[config.mk]
export PLATFORM = sky130hd
export DESIGN_NAME = rc_time_constant_meter
export DESIGN_NICKNAME = d
export VERILOG_FILES = /design/src/hdl/rctm_pkg.sv /design/src/hdl/rc_time_constant_meter.sv /design/src/hdl/rctm_front.sv /design/src/hdl/rctm_queue.sv /design/src/hdl/rctm_back.sv
export SDC_FILE = /design/constraint.sdc
export NUM_CORES = 1
export LEC_CHECK = 0
export BUFFER_PORTS_ARGS = -buffer_cell sky130_fd_sc_hd__buf_2
export CAP_MARGIN = 15
export CELL_PAD_IN_SITES_DETAIL_PLACEMENT = 0
export CELL_PAD_IN_SITES_GLOBAL_PLACEMENT = 1
export CORE_UTILIZATION = 47
export DETAILED_ROUTE_END_ITERATION = 10
export MAX_ROUTING_LAYER = met4
export PLACE_DENSITY_LB_ADDON = 0.1
export SYNTH_ARGS = -nofsm -noshare
export SYNTH_HDL_FRONTEND = slang
export SYNTH_SLANG_ARGS = --single-unit
[constraint.sdc]
create_clock -name clock -period 9 [get_ports clock]
set_input_delay 0 -clock clock [delete_from_list [all_inputs] [get_ports clock]]
set_output_delay 0 -clock clock [all_outputs]
set_load 0.05 [all_outputs]
[src/hdl/rctm_pkg.sv]
// ---------------------------------------------------------------------------
// rctm_pkg: shared types and constants of the rc time constant meter
// Word layouts, command codes, register indexes and internal operation codes.
// ---------------------------------------------------------------------------
`timescale 1ns / 1ps

package rctm_pkg;

   // fixed field widths
   localparam int SAMPLE_W  = 12;
   localparam int TICK_W    = 16;
   localparam int TAU_OUT_W = 32;
   localparam int CSR_IDX_W = 3;
   localparam int CSR_DAT_W = 16;

   // command codes carried by a command word
   localparam logic [2:0] CMD_ENABLE       = 3'd1;
   localparam logic [2:0] CMD_CHARGE       = 3'd2;
   localparam logic [2:0] CMD_DISCHARGE    = 3'd3;
   localparam logic [2:0] CMD_ARM_RECHARGE = 3'd4;
   localparam logic [2:0] CMD_ARM_DISCHRG  = 3'd5;

   // configuration register indexes
   localparam logic [CSR_IDX_W-1:0] CSR_EMPTY      = 3'd0;
   localparam logic [CSR_IDX_W-1:0] CSR_FULL       = 3'd1;
   localparam logic [CSR_IDX_W-1:0] CSR_FULL_START = 3'd2;
   localparam logic [CSR_IDX_W-1:0] CSR_RISE       = 3'd3;
   localparam logic [CSR_IDX_W-1:0] CSR_FALL       = 3'd4;
   localparam logic [CSR_IDX_W-1:0] CSR_WRAP       = 3'd5;

   // register reset values
   localparam logic [SAMPLE_W-1:0] EMPTY_RST      = 12'd112;
   localparam logic [SAMPLE_W-1:0] FULL_RST       = 12'd3972;
   localparam logic [SAMPLE_W-1:0] FULL_START_RST = 12'd3948;
   localparam logic [SAMPLE_W-1:0] RISE_RST       = 12'd2581;
   localparam logic [SAMPLE_W-1:0] FALL_RST       = 12'd1515;
   localparam logic [TICK_W-1:0]   WRAP_RST       = 16'd30000;

   // depth of the queue between front and back
   localparam int QUEUE_DEPTH = 2;

   // input word
   typedef struct packed {
      logic                mode;
      logic [2:0]          command;
      logic [SAMPLE_W-1:0] sample;
      logic [TICK_W-1:0]   elapsed_ticks;
   } req_type;

   // result word
   typedef struct packed {
      logic                 charge_drive;
      logic                 sample_valid;
      logic [SAMPLE_W-1:0]  sample_echo;
      logic                 tau_valid;
      logic [TAU_OUT_W-1:0] tau_ms;
      logic                 timing_active;
   } rsp_type;

   // configuration registers
   typedef struct packed {
      logic [SAMPLE_W-1:0] empty_code;
      logic [SAMPLE_W-1:0] full_code;
      logic [SAMPLE_W-1:0] full_start_code;
      logic [SAMPLE_W-1:0] rise_code;
      logic [SAMPLE_W-1:0] fall_code;
      logic [TICK_W-1:0]   wrap_ticks;
   } cfg_type;

   // classified operation
   typedef enum logic [2:0] {
      OP_NONE,
      OP_SAMPLE,
      OP_ENABLE,
      OP_CHARGE,
      OP_DISCHARGE,
      OP_ARM_RECHARGE,
      OP_ARM_DISCHRG
   } op_kind_type;

   typedef struct packed {
      op_kind_type         kind;
      logic [SAMPLE_W-1:0] sample;
      logic [TICK_W-1:0]   elapsed_ticks;
   } op_type;

   // direction of the charge pin
   typedef enum logic [1:0] {
      DIR_NONE      = 2'd0,
      DIR_CHARGE    = 2'd1,
      DIR_DISCHARGE = 2'd2
   } dir_type;

   // queue status toward front and back
   typedef struct packed {
      logic empty;
      logic full;
   } queue_status_type;

endpackage

[src/hdl/rc_time_constant_meter.sv]
// ---------------------------------------------------------------------------
// rc_time_constant_meter: rc time constant meter
// Drives the capacitor charge pin and times the rc constant from adc samples.
// ---------------------------------------------------------------------------
// Usage:
//   req channel: one word per command or adc sample (req_valid / req_stall).
//   rsp channel: exactly one result word per accepted word, in order
//   (rsp_valid / rsp_stall), carrying pin level, sample echo, tau and status.
//   csr port: csr_wr_en writes csr_wdata into register csr_index at once;
//   write only while no word is in flight.
//   The accepted word passes through a queue entry and then the output register before its result is on rsp.
//   Throughput: one word per cycle while rsp_stall is low; the back end updates all
//   meter state together, with a single saturating accumulate for tau.
//   A two-entry queue sits between classifier and back end, so req keeps
//   flowing while a result waits in the output register; under a long
//   rsp_stall the queue fills and req_stall rises.
//   Reset (synchronous): thresholds return to their defaults, sampling off,
//   no arm, no direction, timing off, pin low, counts cleared, queue empty.
// ---------------------------------------------------------------------------
`timescale 1ns / 1ps

module rc_time_constant_meter #(
   parameter int ADC_BITS = 12,
   parameter int TAU_BITS = 32
) (
   input  logic                                 clock,
   input  logic                                 reset,
   input  logic                                 req_valid,
   output logic                                 req_stall,
   input  rctm_pkg::req_type                    req_data,
   output logic                                 rsp_valid,
   input  logic                                 rsp_stall,
   output rctm_pkg::rsp_type                    rsp_data,
   input  logic                                 csr_wr_en,
   input  logic [rctm_pkg::CSR_IDX_W-1:0]       csr_index,
   input  logic [rctm_pkg::CSR_DAT_W-1:0]       csr_wdata
);

   rctm_pkg::cfg_type          cfg_ff, cfg_in;
   rctm_pkg::op_type           front_op, head_op;
   rctm_pkg::queue_status_type q_status;
   logic                       pop;

   // configuration registers
   always_comb begin
      cfg_in = cfg_ff;
      if (csr_wr_en) begin
         case (csr_index)
            rctm_pkg::CSR_EMPTY:      cfg_in.empty_code      = csr_wdata[11:0];
            rctm_pkg::CSR_FULL:       cfg_in.full_code       = csr_wdata[11:0];
            rctm_pkg::CSR_FULL_START: cfg_in.full_start_code = csr_wdata[11:0];
            rctm_pkg::CSR_RISE:       cfg_in.rise_code       = csr_wdata[11:0];
            rctm_pkg::CSR_FALL:       cfg_in.fall_code       = csr_wdata[11:0];
            rctm_pkg::CSR_WRAP:       cfg_in.wrap_ticks      = csr_wdata;
            default:                  cfg_in = cfg_ff;
         endcase
      end
   end

   always_ff @(posedge clock) begin
      if (reset) begin
         cfg_ff.empty_code      <= rctm_pkg::EMPTY_RST;
         cfg_ff.full_code       <= rctm_pkg::FULL_RST;
         cfg_ff.full_start_code <= rctm_pkg::FULL_START_RST;
         cfg_ff.rise_code       <= rctm_pkg::RISE_RST;
         cfg_ff.fall_code       <= rctm_pkg::FALL_RST;
         cfg_ff.wrap_ticks      <= rctm_pkg::WRAP_RST;
      end else begin
         cfg_ff <= cfg_in;
      end
   end

   // front: classify incoming words
   rctm_front #(
      .ADC_BITS (ADC_BITS)
   ) u_front (
      .req_i (req_data),
      .op_o  (front_op)
   );

   assign req_stall = q_status.full;

   // queue between front and back
   rctm_queue u_queue (
      .clock     (clock),
      .reset     (reset),
      .push_i    (req_valid),
      .push_op_i (front_op),
      .pop_i     (pop),
      .head_op_o (head_op),
      .status_o  (q_status)
   );

   // back: execute and register the result word
   rctm_back #(
      .TAU_BITS (TAU_BITS)
   ) u_back (
      .clock      (clock),
      .reset      (reset),
      .cfg_i      (cfg_ff),
      .op_i       (head_op),
      .op_valid_i (!q_status.empty),
      .op_pop_o   (pop),
      .rsp_valid  (rsp_valid),
      .rsp_stall  (rsp_stall),
      .rsp_data   (rsp_data)
   );

endmodule

[src/hdl/rctm_front.sv]
// ---------------------------------------------------------------------------
// rctm_front: input classifier
// Decodes an input word into an operation and masks the sample to the adc width.
// ---------------------------------------------------------------------------
`timescale 1ns / 1ps

module rctm_front #(
   parameter int ADC_BITS = 12
) (
   input  rctm_pkg::req_type req_i,
   output rctm_pkg::op_type  op_o
);

   localparam int MaskBits = (ADC_BITS < rctm_pkg::SAMPLE_W) ? ADC_BITS : rctm_pkg::SAMPLE_W;
   localparam logic [rctm_pkg::SAMPLE_W:0] MaskWide =
      ((rctm_pkg::SAMPLE_W+1)'(1) << MaskBits) - (rctm_pkg::SAMPLE_W+1)'(1);
   localparam logic [rctm_pkg::SAMPLE_W-1:0] AdcMask = MaskWide[rctm_pkg::SAMPLE_W-1:0];

   // operation decode
   always_comb begin
      op_o.sample        = req_i.sample & AdcMask;
      op_o.elapsed_ticks = req_i.elapsed_ticks;
      if (req_i.mode) begin
         op_o.kind = rctm_pkg::OP_SAMPLE;
      end else begin
         case (req_i.command)
            rctm_pkg::CMD_ENABLE:       op_o.kind = rctm_pkg::OP_ENABLE;
            rctm_pkg::CMD_CHARGE:       op_o.kind = rctm_pkg::OP_CHARGE;
            rctm_pkg::CMD_DISCHARGE:    op_o.kind = rctm_pkg::OP_DISCHARGE;
            rctm_pkg::CMD_ARM_RECHARGE: op_o.kind = rctm_pkg::OP_ARM_RECHARGE;
            rctm_pkg::CMD_ARM_DISCHRG:  op_o.kind = rctm_pkg::OP_ARM_DISCHRG;
            default:                    op_o.kind = rctm_pkg::OP_NONE;
         endcase
      end
   end

endmodule

[src/hdl/rctm_queue.sv]
// ---------------------------------------------------------------------------
// rctm_queue: operation queue
// Short fifo between the classifier and the execution back end.
// ---------------------------------------------------------------------------
`timescale 1ns / 1ps

module rctm_queue (
   input  logic                       clock,
   input  logic                       reset,
   input  logic                       push_i,
   input  rctm_pkg::op_type           push_op_i,
   input  logic                       pop_i,
   output rctm_pkg::op_type           head_op_o,
   output rctm_pkg::queue_status_type status_o
);

   localparam int PtrW = $clog2(rctm_pkg::QUEUE_DEPTH);
   localparam int CntW = $clog2(rctm_pkg::QUEUE_DEPTH + 1);
   localparam logic [CntW-1:0] DepthCnt = CntW'(rctm_pkg::QUEUE_DEPTH);
   localparam logic [PtrW-1:0] LastPtr  = PtrW'(rctm_pkg::QUEUE_DEPTH - 1);

   rctm_pkg::op_type entry_ff [rctm_pkg::QUEUE_DEPTH];
   logic [PtrW-1:0]  wr_ptr_ff, wr_ptr_in;
   logic [PtrW-1:0]  rd_ptr_ff, rd_ptr_in;
   logic [CntW-1:0]  count_ff, count_in;
   logic             do_push, do_pop;

   // status
   assign status_o.empty = (count_ff == '0);
   assign status_o.full  = (count_ff == DepthCnt);
   assign do_push = push_i && !status_o.full;
   assign do_pop  = pop_i && !status_o.empty;
   assign head_op_o = entry_ff[rd_ptr_ff];

   // pointer and count update
   always_comb begin
      wr_ptr_in = wr_ptr_ff;
      rd_ptr_in = rd_ptr_ff;
      count_in  = count_ff;
      if (do_push) begin
         wr_ptr_in = (wr_ptr_ff == LastPtr) ? '0 : wr_ptr_ff + PtrW'(1);
      end
      if (do_pop) begin
         rd_ptr_in = (rd_ptr_ff == LastPtr) ? '0 : rd_ptr_ff + PtrW'(1);
      end
      if (do_push && !do_pop) begin
         count_in = count_ff + CntW'(1);
      end else if (do_pop && !do_push) begin
         count_in = count_ff - CntW'(1);
      end
   end

   always_ff @(posedge clock) begin
      if (reset) begin
         wr_ptr_ff <= '0;
         rd_ptr_ff <= '0;
         count_ff  <= '0;
      end else begin
         wr_ptr_ff <= wr_ptr_in;
         rd_ptr_ff <= rd_ptr_in;
         count_ff  <= count_in;
      end
   end

   // entry storage
   always_ff @(posedge clock) begin
      if (do_push) begin
         entry_ff[wr_ptr_ff] <= push_op_i;
      end
   end

   // checks
   a_count_bound: assert property (@(posedge clock) disable iff (reset)
      count_ff <= DepthCnt)
      else $error("queue count beyond depth");

   a_ptr_match: assert property (@(posedge clock) disable iff (reset)
      (count_ff == '0) |-> (wr_ptr_ff == rd_ptr_ff))
      else $error("empty queue with pointers apart");

endmodule

[src/hdl/rctm_back.sv]
// ---------------------------------------------------------------------------
// rctm_back: measurement back end
// Executes one op a cycle on meter state unless stalled and registers the result.
// ---------------------------------------------------------------------------
`timescale 1ns / 1ps

module rctm_back #(
   parameter int TAU_BITS = 32
) (
   input  logic              clock,
   input  logic              reset,
   input  rctm_pkg::cfg_type cfg_i,
   input  rctm_pkg::op_type  op_i,
   input  logic              op_valid_i,
   output logic              op_pop_o,
   output logic              rsp_valid,
   input  logic              rsp_stall,
   output rctm_pkg::rsp_type rsp_data
);

   localparam int TickW = rctm_pkg::TICK_W;
   localparam int OutW  = rctm_pkg::TAU_OUT_W;

   // meter state
   logic                  sampling_on_ff, sampling_on_in;
   logic                  arm_recharge_ff, arm_recharge_in;
   logic                  arm_discharge_ff, arm_discharge_in;
   rctm_pkg::dir_type     dir_ff, dir_in;
   logic                  timing_ff, timing_in;
   logic                  pin_ff, pin_in;
   logic [TickW-1:0]      tick_ff, tick_in;
   logic [TAU_BITS-1:0]   tau_ff, tau_in;

   // output register
   logic                  rsp_valid_ff, rsp_valid_in;
   rctm_pkg::rsp_type     rsp_data_ff, rsp_data_in;

   // datapath
   logic                  load;
   logic [TickW:0]        tick_sum;
   logic [TickW-1:0]      tick_sat;
   logic                  wrap, start, finish, is_sample;
   logic [TAU_BITS-1:0]   addend;
   logic [TAU_BITS:0]     tau_sum_wide;
   logic [TAU_BITS-1:0]   tau_sat;
   logic [TAU_BITS+OutW-1:0] tau_ext;

   assign load     = !rsp_valid_ff || !rsp_stall;
   assign op_pop_o = op_valid_i && load;

   // saturating tick count and fold on wrap
   assign tick_sum = {1'b0, tick_ff} + {1'b0, op_i.elapsed_ticks};
   assign tick_sat = tick_sum[TickW] ? '1 : tick_sum[TickW-1:0];
   assign wrap     = timing_ff && (tick_sat >= cfg_i.wrap_ticks);

   // single saturating accumulate serves both the fold and the finish
   assign addend       = TAU_BITS'(tick_sat >> 1);
   assign tau_sum_wide = {1'b0, tau_ff} + {1'b0, ((wrap || finish) ? addend : '0)};
   assign tau_sat      = tau_sum_wide[TAU_BITS] ? '1 : tau_sum_wide[TAU_BITS-1:0];
   assign tau_ext      = {{OutW{1'b0}}, tau_sat};

   // tau restarts on a timing start, otherwise takes the accumulate on samples
   assign tau_in = !is_sample ? tau_ff : (start ? '0 : tau_sat);

   // next state per operation
   always_comb begin
      sampling_on_in   = sampling_on_ff;
      arm_recharge_in  = arm_recharge_ff;
      arm_discharge_in = arm_discharge_ff;
      dir_in           = dir_ff;
      timing_in        = timing_ff;
      pin_in           = pin_ff;
      tick_in          = tick_ff;
      start            = 1'b0;
      finish           = 1'b0;
      is_sample        = 1'b0;
      case (op_i.kind)
         rctm_pkg::OP_ENABLE: begin
            sampling_on_in = 1'b1;
         end
         rctm_pkg::OP_CHARGE: begin
            dir_in = rctm_pkg::DIR_CHARGE;
            pin_in = 1'b1;
         end
         rctm_pkg::OP_DISCHARGE: begin
            dir_in = rctm_pkg::DIR_DISCHARGE;
            pin_in = 1'b0;
         end
         rctm_pkg::OP_ARM_RECHARGE: begin
            arm_recharge_in = 1'b1;
            pin_in          = 1'b0;
         end
         rctm_pkg::OP_ARM_DISCHRG: begin
            arm_discharge_in = 1'b1;
            pin_in           = 1'b1;
         end
         rctm_pkg::OP_SAMPLE: begin
            if (sampling_on_ff) begin
               is_sample = 1'b1;
               // armed auto-switch, recharge arm first
               if (arm_recharge_ff) begin
                  if (op_i.sample < cfg_i.empty_code) begin
                     arm_recharge_in = 1'b0;
                     pin_in          = 1'b1;
                     dir_in          = rctm_pkg::DIR_CHARGE;
                  end
               end else if (arm_discharge_ff) begin
                  if (op_i.sample >= cfg_i.full_code) begin
                     arm_discharge_in = 1'b0;
                     pin_in           = 1'b0;
                     dir_in           = rctm_pkg::DIR_DISCHARGE;
                  end
               end
               // timing start and end
               start = ((op_i.sample < cfg_i.empty_code) && (dir_in == rctm_pkg::DIR_CHARGE))
                    || ((op_i.sample >= cfg_i.full_start_code)
                        && (dir_in == rctm_pkg::DIR_DISCHARGE));
               finish = !start && timing_ff
                    && (((op_i.sample >= cfg_i.rise_code) && (dir_in == rctm_pkg::DIR_CHARGE))
                     || ((op_i.sample <= cfg_i.fall_code)
                         && (dir_in == rctm_pkg::DIR_DISCHARGE)));
               tick_in = (start || wrap) ? '0 : tick_sat;
               if (start) begin
                  timing_in = 1'b1;
               end else if (finish) begin
                  timing_in = 1'b0;
               end
            end
         end
         default: begin
         end
      endcase
   end

   // result word
   always_comb begin
      rsp_valid_in = rsp_valid_ff;
      rsp_data_in  = rsp_data_ff;
      if (load) begin
         rsp_valid_in               = op_valid_i;
         rsp_data_in.charge_drive   = pin_in;
         rsp_data_in.sample_valid   = is_sample;
         rsp_data_in.sample_echo    = is_sample ? op_i.sample : '0;
         rsp_data_in.tau_valid      = finish;
         rsp_data_in.tau_ms         = finish ? tau_ext[OutW-1:0] : '0;
         rsp_data_in.timing_active  = timing_in;
      end
   end

   always_ff @(posedge clock) begin
      if (reset) begin
         sampling_on_ff   <= 1'b0;
         arm_recharge_ff  <= 1'b0;
         arm_discharge_ff <= 1'b0;
         dir_ff           <= rctm_pkg::DIR_NONE;
         timing_ff        <= 1'b0;
         pin_ff           <= 1'b0;
         tick_ff          <= '0;
         tau_ff           <= '0;
         rsp_valid_ff     <= 1'b0;
      end else begin
         if (op_pop_o) begin
            sampling_on_ff   <= sampling_on_in;
            arm_recharge_ff  <= arm_recharge_in;
            arm_discharge_ff <= arm_discharge_in;
            dir_ff           <= dir_in;
            timing_ff        <= timing_in;
            pin_ff           <= pin_in;
            tick_ff          <= tick_in;
            tau_ff           <= tau_in;
         end
         rsp_valid_ff <= rsp_valid_in;
      end
   end

   always_ff @(posedge clock) begin
      rsp_data_ff <= rsp_data_in;
   end

   assign rsp_valid = rsp_valid_ff;
   assign rsp_data  = rsp_data_ff;

   // checks
   a_tau_ends_timing: assert property (@(posedge clock) disable iff (reset)
      (rsp_valid_ff && rsp_data_ff.tau_valid)
         |-> (rsp_data_ff.sample_valid && !rsp_data_ff.timing_active))
      else $error("finished measurement still timing or not a sample");

   a_timing_needs_enable: assert property (@(posedge clock) disable iff (reset)
      !sampling_on_ff |-> !timing_ff)
      else $error("timing without sampling enabled");

   a_timing_needs_dir: assert property (@(posedge clock) disable iff (reset)
      (dir_ff == rctm_pkg::DIR_NONE) |-> !timing_ff)
      else $error("timing with no charge direction");

endmodule
### Yosys cells after proc, flatten, opt, wreduce, memory -nomap -nowiden

Memories as Yosys holds them, arrays and structs flattened. A register that Yosys moved wholly into a read port is not among the register bits.
Cells that the tools add are included.

* reduce and logical (&&, ||, !) cells: 44
* $add $sub $neg: 6
* equality and inequality tests: 21
* muxes and demuxes: 48
* $lt $le $gt $ge: 6

Operator list (count)
* 32-bit 2-to-1 mux: 2
* 12-bit >= comparator: 3
* 32-bit by 32-bit adder with 33-bit output: 1
* 16-bit 2-to-1 mux: 2
* 1-bit 2-to-1 mux: 28
* 3-bit == test (second input constant): 7
* 3-bit by 2-bit == test with 1-bit output (second input constant): 6
* 2-bit 2-to-1 mux: 9
* 16-bit by 16-bit adder with 17-bit output: 1
* 16-bit >= comparator: 1
* 2-bit AND reduction: 8
* 15-bit 2-to-1 mux: 1
* 3-bit one-hot mux with 5 select lines: 1
* 12-bit less-or-equal comparator: 1
* 1-bit logical AND: 12
* 12-bit less-than comparator: 1
* 3-bit by 1-bit == test with 1-bit output (second input constant): 3
* 3-bit AND reduction: 3
* 1-bit zero test: 7
* 2-bit one-hot mux with 3 select lines: 1
* 2-bit nonzero test: 3
* 1-bit logical OR: 5
* 2-bit == test (second input constant): 2
* 1-bit one-hot mux with 2 select lines: 2
* other kinds (13): 15

* bits in registers: 184
* output and inout port bits: 50
* input bits: 56
* RAM bits: 62
* word-level logic and storage cells: 150
* memories kept: 1

Memories
* u_queue.entry_ff: words 2, width 31, read ports 1, clocked after memory_dff 1, write ports 1, line rctm_queue.sv:22 `rctm_pkg::op_type entry_ff [rctm_pkg::QUEUE_DEPTH];`

### Logic depth before layout (Yosys ltp)

* word-level depth: 19
* depth in mapped cells: 36
* depth with buffers taken out: 30

### By module

From an unflattened synthesis, not the netlist that was laid out.

* cell total of the unflattened synthesis: 1369
* area, all modules: 13623.1 um2

By module, submodules not included
* rctm_back: instances 1, cells each 922, area an instance 7886.3 um2, seq. area each 2562.5 um2
* rc_time_constant_meter: instances 1, cells each 290, area an instance 3024.2 um2, seq. area each 1521.5 um2
* rctm_queue: instances 1, cells each 121, area an instance 2443.6 um2, seq. area each 1961.9 um2
* rctm_front: instances 1, cells each 36, area an instance 269.0 um2, seq. area each 0.0 um2

### Worst setup path before layout

No wires, ideal clock.

* kind: flip-flop to flip-flop
* from: register with a tool-made name
* to: register u_back.rsp_data_ff, in the netlist u_back.rsp_data[16], data pin
* library setup time: 270 ps
* period minus slack after synthesis: 7883 ps
* cell stages (with the launch flop): 36
* arrival time: 7613 ps
* setup slack: 1117 ps
* cells stage by stage: dfxtp_1 buf_2 buf_1 clkbuf_1 buf_1 mux2_2 ha_1 a2111oi_2 o21ai_1 a31oi_1 nor2b_1 o41ai_1 o21ai_1 buf_2 nor2_1 inv_1 ha_1 o21a_1 o21ai_0 a21oi_1 o2111a_1 a22oi_1 o21ai_0 a31oi_1 buf_2 nor2_1 ha_1 fa_1 a211oi_1 o21ai_0 o2111ai_1 a31oi_2 nand3_1 buf_2 buf_2 a21oi_1

RTL lines
* to (signal assigned): line rctm_back.sv:177 `rsp_data_ff <= rsp_data_in;`
* to (decl): line rctm_back.sv:36 `rctm_pkg::rsp_type rsp_data_ff, rsp_data_in;`

==> implementation parameters <==
Parameter                              Value

Synthesis
  Post-synthesis sequential element count ... 247
  Syn Inst Count ... 1349
  Count of synthesis-stage warnings from yosys ... 0
  Share of synthesized area spent on multiplexers ... 0.0323
  Synthesized-area fraction occupied by adder cells ... 0.107
  Number of different library cells in the post-synthesis netlist ... 78
  Combinational family with the most area after synthesis ... simple AND/OR/NAND/NOR gates
  Net count after synthesis ... 1514
  Simple-gate share of the synthesized area ... 0.166
  Area of the mapped netlist ... 12900 µm²
  Largest area contributor in the netlist ... sky130_fd_sc_hd__edfxtp_1
  Post-synth top area share ... 0.257
  Post-synthesis share of cell area spent on xor and xnor gates ... 0.0252
  Fraction of synthesis flops using an asynchronous set or reset pin ... 0
  Count of flip-flops with a built-in enable after synthesis ... 110
  Largest cells by area after synthesis ... sky130_fd_sc_hd__edfxtp_1 26%, sky130_fd_sc_hd__dfxtp_1 21%, sky130_fd_sc_hd__ha_1 10%
  Top_reg_cell synth ... sky130_fd_sc_hd__dfxtp_1
  Compound-Gate Fraction of Synth Area ... 0.152
  Average footprint of a synthesized cell ... 9.54 µm²
  Sequential element share of the synthesized area ... 0.470

Timing
  Post-layout minimum cycle time ... 8.12 ns
  Final worst slack ... 0.882 ns
  Pins over their slew limit ... 0
  Peak clock frequency supported by timing ... 123 MHz
  Tightest slew margin relative to the limit ... 0.244
  Least-Margin Pin Slew ... 1.13 ns
  Fin. Hold Viols ... 0
  RSZ-0062 raised after global routing ... no
  Final cycle utilization of the critical path ... 0.902
  Setup violators final ... 0
  Clock tree skew after final layout ... 0.0159 ns
  Setup TNS ... 0 ns

Floorplan
  Total Die Area ... 28000 µm²
  Die Y-Extent ... 167 µm
  Effective utilization at floorplan ... 0.479
  Die boundary width ... 167 µm
  Core Area ... 26900 µm²
  Top-Level Pins ... 106
  Standard-cell rows ... 60

Finish
  Fraction of final layout cells with drive strength greater than 1 ... 0.141
  Area growth from synthesis to final layout ... 17.7%
  ANT cells ... 0
  Net count, final ... 1662

Global routing
  Global router's overall resource usage ... 0.235
  Pin count of the biggest net entering global routing ... 101
  Global-route congestion overflow total ... 0
  Global-route wire length before repair ... 50.6 mm
  Via count of the first global-routing pass ... 9449
  Initial antenna violation count ... 0

Min path
  Origin of the worst min-delay path ... rsp_stall
  Type of the most critical hold path ... input pin to flop
  Instance count along the most critical hold path ... 4

CTS
  Total clock buffers created by CTS ... 27
  Clk Latency, worst-skew pair ... 0.54 ns
  TritonCTS clock tree ... yes
  Clock net sink count ... 247
  CTS Root Buffer Type ... sky130_fd_sc_hd__clkbuf_16
  Setup Fix Bufs, Post-CTS ... 0
  Hold buffer count at CTS ... 53
  Clock edge transition at the registers on the reported setup and hold paths ... 0.06 ns
  CTS-repair resized insts ... 0
  CTS Buffer Depth ... 3
  Depth of the CTS H-tree ... 1

Route
  WL per Instance ... 17.1 µm
  Total Routed Length ... 31.8 mm
  Via count normalized by instance count ... 5.41
  DRC errors left ... 0
  ANT nets after route ... 0
  Total via count in the routed design ... 10100
  Number of search-and-repair iterations in the first detailed-routing pass ... 7
  Drt initial violations ... 711

Setup path
  Critical path class ... flop to flop
  Critical path depth ... 31
  Biggest cell delay along the critical path ... 0.46 ns
  Required time of the critical path ... 9.38 ns
  Crit path buffers/inverters ... 3
  Slowest cell on the critical path ... sky130_fd_sc_hd__o21ai_1
  Worst Setup Start Kind ... flop
  CP arrival ... 8.49 ns
  Type of destination of the critical path ... flop
  R2R cell count ... 31
  Family with the most delay on the worst path ... compound AO/OA/AOI/OAI gates
  Maximum fanout count along the critical path ... 16

Job
  Number of max-cap violations ... 0

Placed design
  Post-DP HPWL ... 22.3 mm
  Count of input and output buffers ... 105
  Worst setup slack before clock tree synthesis ... 0.931 ns
  Global placer's final weighted congestion ... 0.844

Outcome
  Result of the run ... finished clean

Power and ir drop
  PD cells ... 223 nW/µm²
  Maximum ir drop on the vdd rail ... 0.188 mV
  Power after layout ... 3.37 mW
  Leakage power ... 6.51 nW
-- metal layers --
metal | GRT usage | vias to the layer above | share of wire | wire [µm]
met1 | 0.332 | 4751 | 0.49 | 15600
li1 | - | 5068 | - | -
met4 | 0.0463 | 0 | 0.015 | 472
met3 | 0.0284 | 29 | 0.047 | 1510
met5 | - | - | 0 | 0
met2 | 0.364 | 216 | 0.45 | 14200
-- worst paths after layout --
check                                                      end  slack (ns)
worst max-delay path            u_back.tau_ff[19]$_SDFFE_PP0P_        0.88
worst min-delay path                u_back.pin_ff$_SDFFE_PP0P_        0.05
worst max register to register  u_back.tau_ff[19]$_SDFFE_PP0P_        0.88
worst min register to register          cfg_ff[9]$_SDFFE_PP0P_        0.45
-- worst reg2reg max path, delay by kind of cell, from the launching register on --
kind / cells / cell delay [ns]
and+or+nand+nor: 7 / 1.54
buffers and inverters: 3 / 0.54
DFF: 1 / 0.35
AOI/OAI and AO/OA: 16 / 3.92
muxes: 1 / 0.37
adders and majority gates: 4 / 1.25
-- cell type report --
cell class	count	area, µm²
fill	2404	11700
sequential	247	6050
clock inverter	14	173
inverter	104	390
clock buffer	36	743
multi-input combinational	947	6220
tap	341	427
timing repair buffer	170	1150
-- cells in the final DEF, fill, tap and decap left out, types with 18 or more instances in the layout --
master and n:
sky130_fd_sc_hd__a211o_1 18, sky130_fd_sc_hd__a21oi_1 109, sky130_fd_sc_hd__and3_1 18, sky130_fd_sc_hd__buf_2 105, sky130_fd_sc_hd__clkbuf_16 27, sky130_fd_sc_hd__dfxtp_1 137
sky130_fd_sc_hd__dlygate4sd3_1 53, sky130_fd_sc_hd__edfxtp_1 110, sky130_fd_sc_hd__ha_1 107, sky130_fd_sc_hd__inv_1 103, sky130_fd_sc_hd__mux2_2 28, sky130_fd_sc_hd__nand2_1 186
sky130_fd_sc_hd__nand3b_1 23, sky130_fd_sc_hd__nor2_1 121, sky130_fd_sc_hd__nor3_1 27, sky130_fd_sc_hd__o21ai_0 52, sky130_fd_sc_hd__xnor2_1 18, sky130_fd_sc_hd__xor2_1 19
-- cells by family (layout without fill, tap and decap cells) --
| family | Yosys count | count (layout) |
|---|---|---|
| flops | 247 | 247 |
| simple gates | 462 | 462 |
| mux | 38 | 38 |
| fa+ha+maj | 109 | 109 |
| compound gates | 301 | 301 |
| xor+xnor | 37 | 37 |
| buf+inv | 155 | 324 |
-- stage by stage --
step	hold WS, ns	util	std cells	instance area [µm²]
2_1_floorplan	0.0989	-	1349	12900
3_3_place_gp	0.187	0.510	1756	13700
3_5_place_dp	0.191	0.510	1756	13700
4_1_cts	0.0296	0.564	1859	15100
5_1_grt	0.0708	0.564	1859	15100
6_report	0.0485	0.564	1859	15100
-- flip-flops by register name, summed over array words and instances, names as in the netlist, named ones only --
signal	cells
u_back.arm_recharge_ff	1
u_queue.rd_ptr_ff	1
u_queue.entry_ff	62
u_back.rsp_data	48
cfg_ff	76
u_back.tick_ff	16
u_back.arm_discharge_ff	1
u_queue.count_ff	2
u_back.sampling_on_ff	1
u_queue.wr_ptr_ff	1
u_back.pin_ff	1
u_back.tau_ff	32
u_back.timing_ff	1
u_back.rsp_valid	1
u_back.dir_ff	2
-- report_power, final --
part           leakage [nW]  switching, mW  internal, mW  total [mW]
Combinational          3.80          0.597         0.303       0.900
Clock                 0.452          0.445         0.693        1.14
Sequential             2.25         0.0372          1.30        1.33
Total                  6.51           1.08          2.29        3.37
-- Yosys cell counts (all sizes together), types with 18 or more instances --
master / count
nand2: 188
edfxtp: 110
and3: 18
mux2: 28
xnor2: 18
o21ai: 65
a211o: 18
nor2: 122
clkbuf: 35
xor2: 19
inv: 104
dfxtp: 137
nor3: 27
a21oi: 109
nand3b: 23
ha: 107
(Power assumes the default switching activity.)
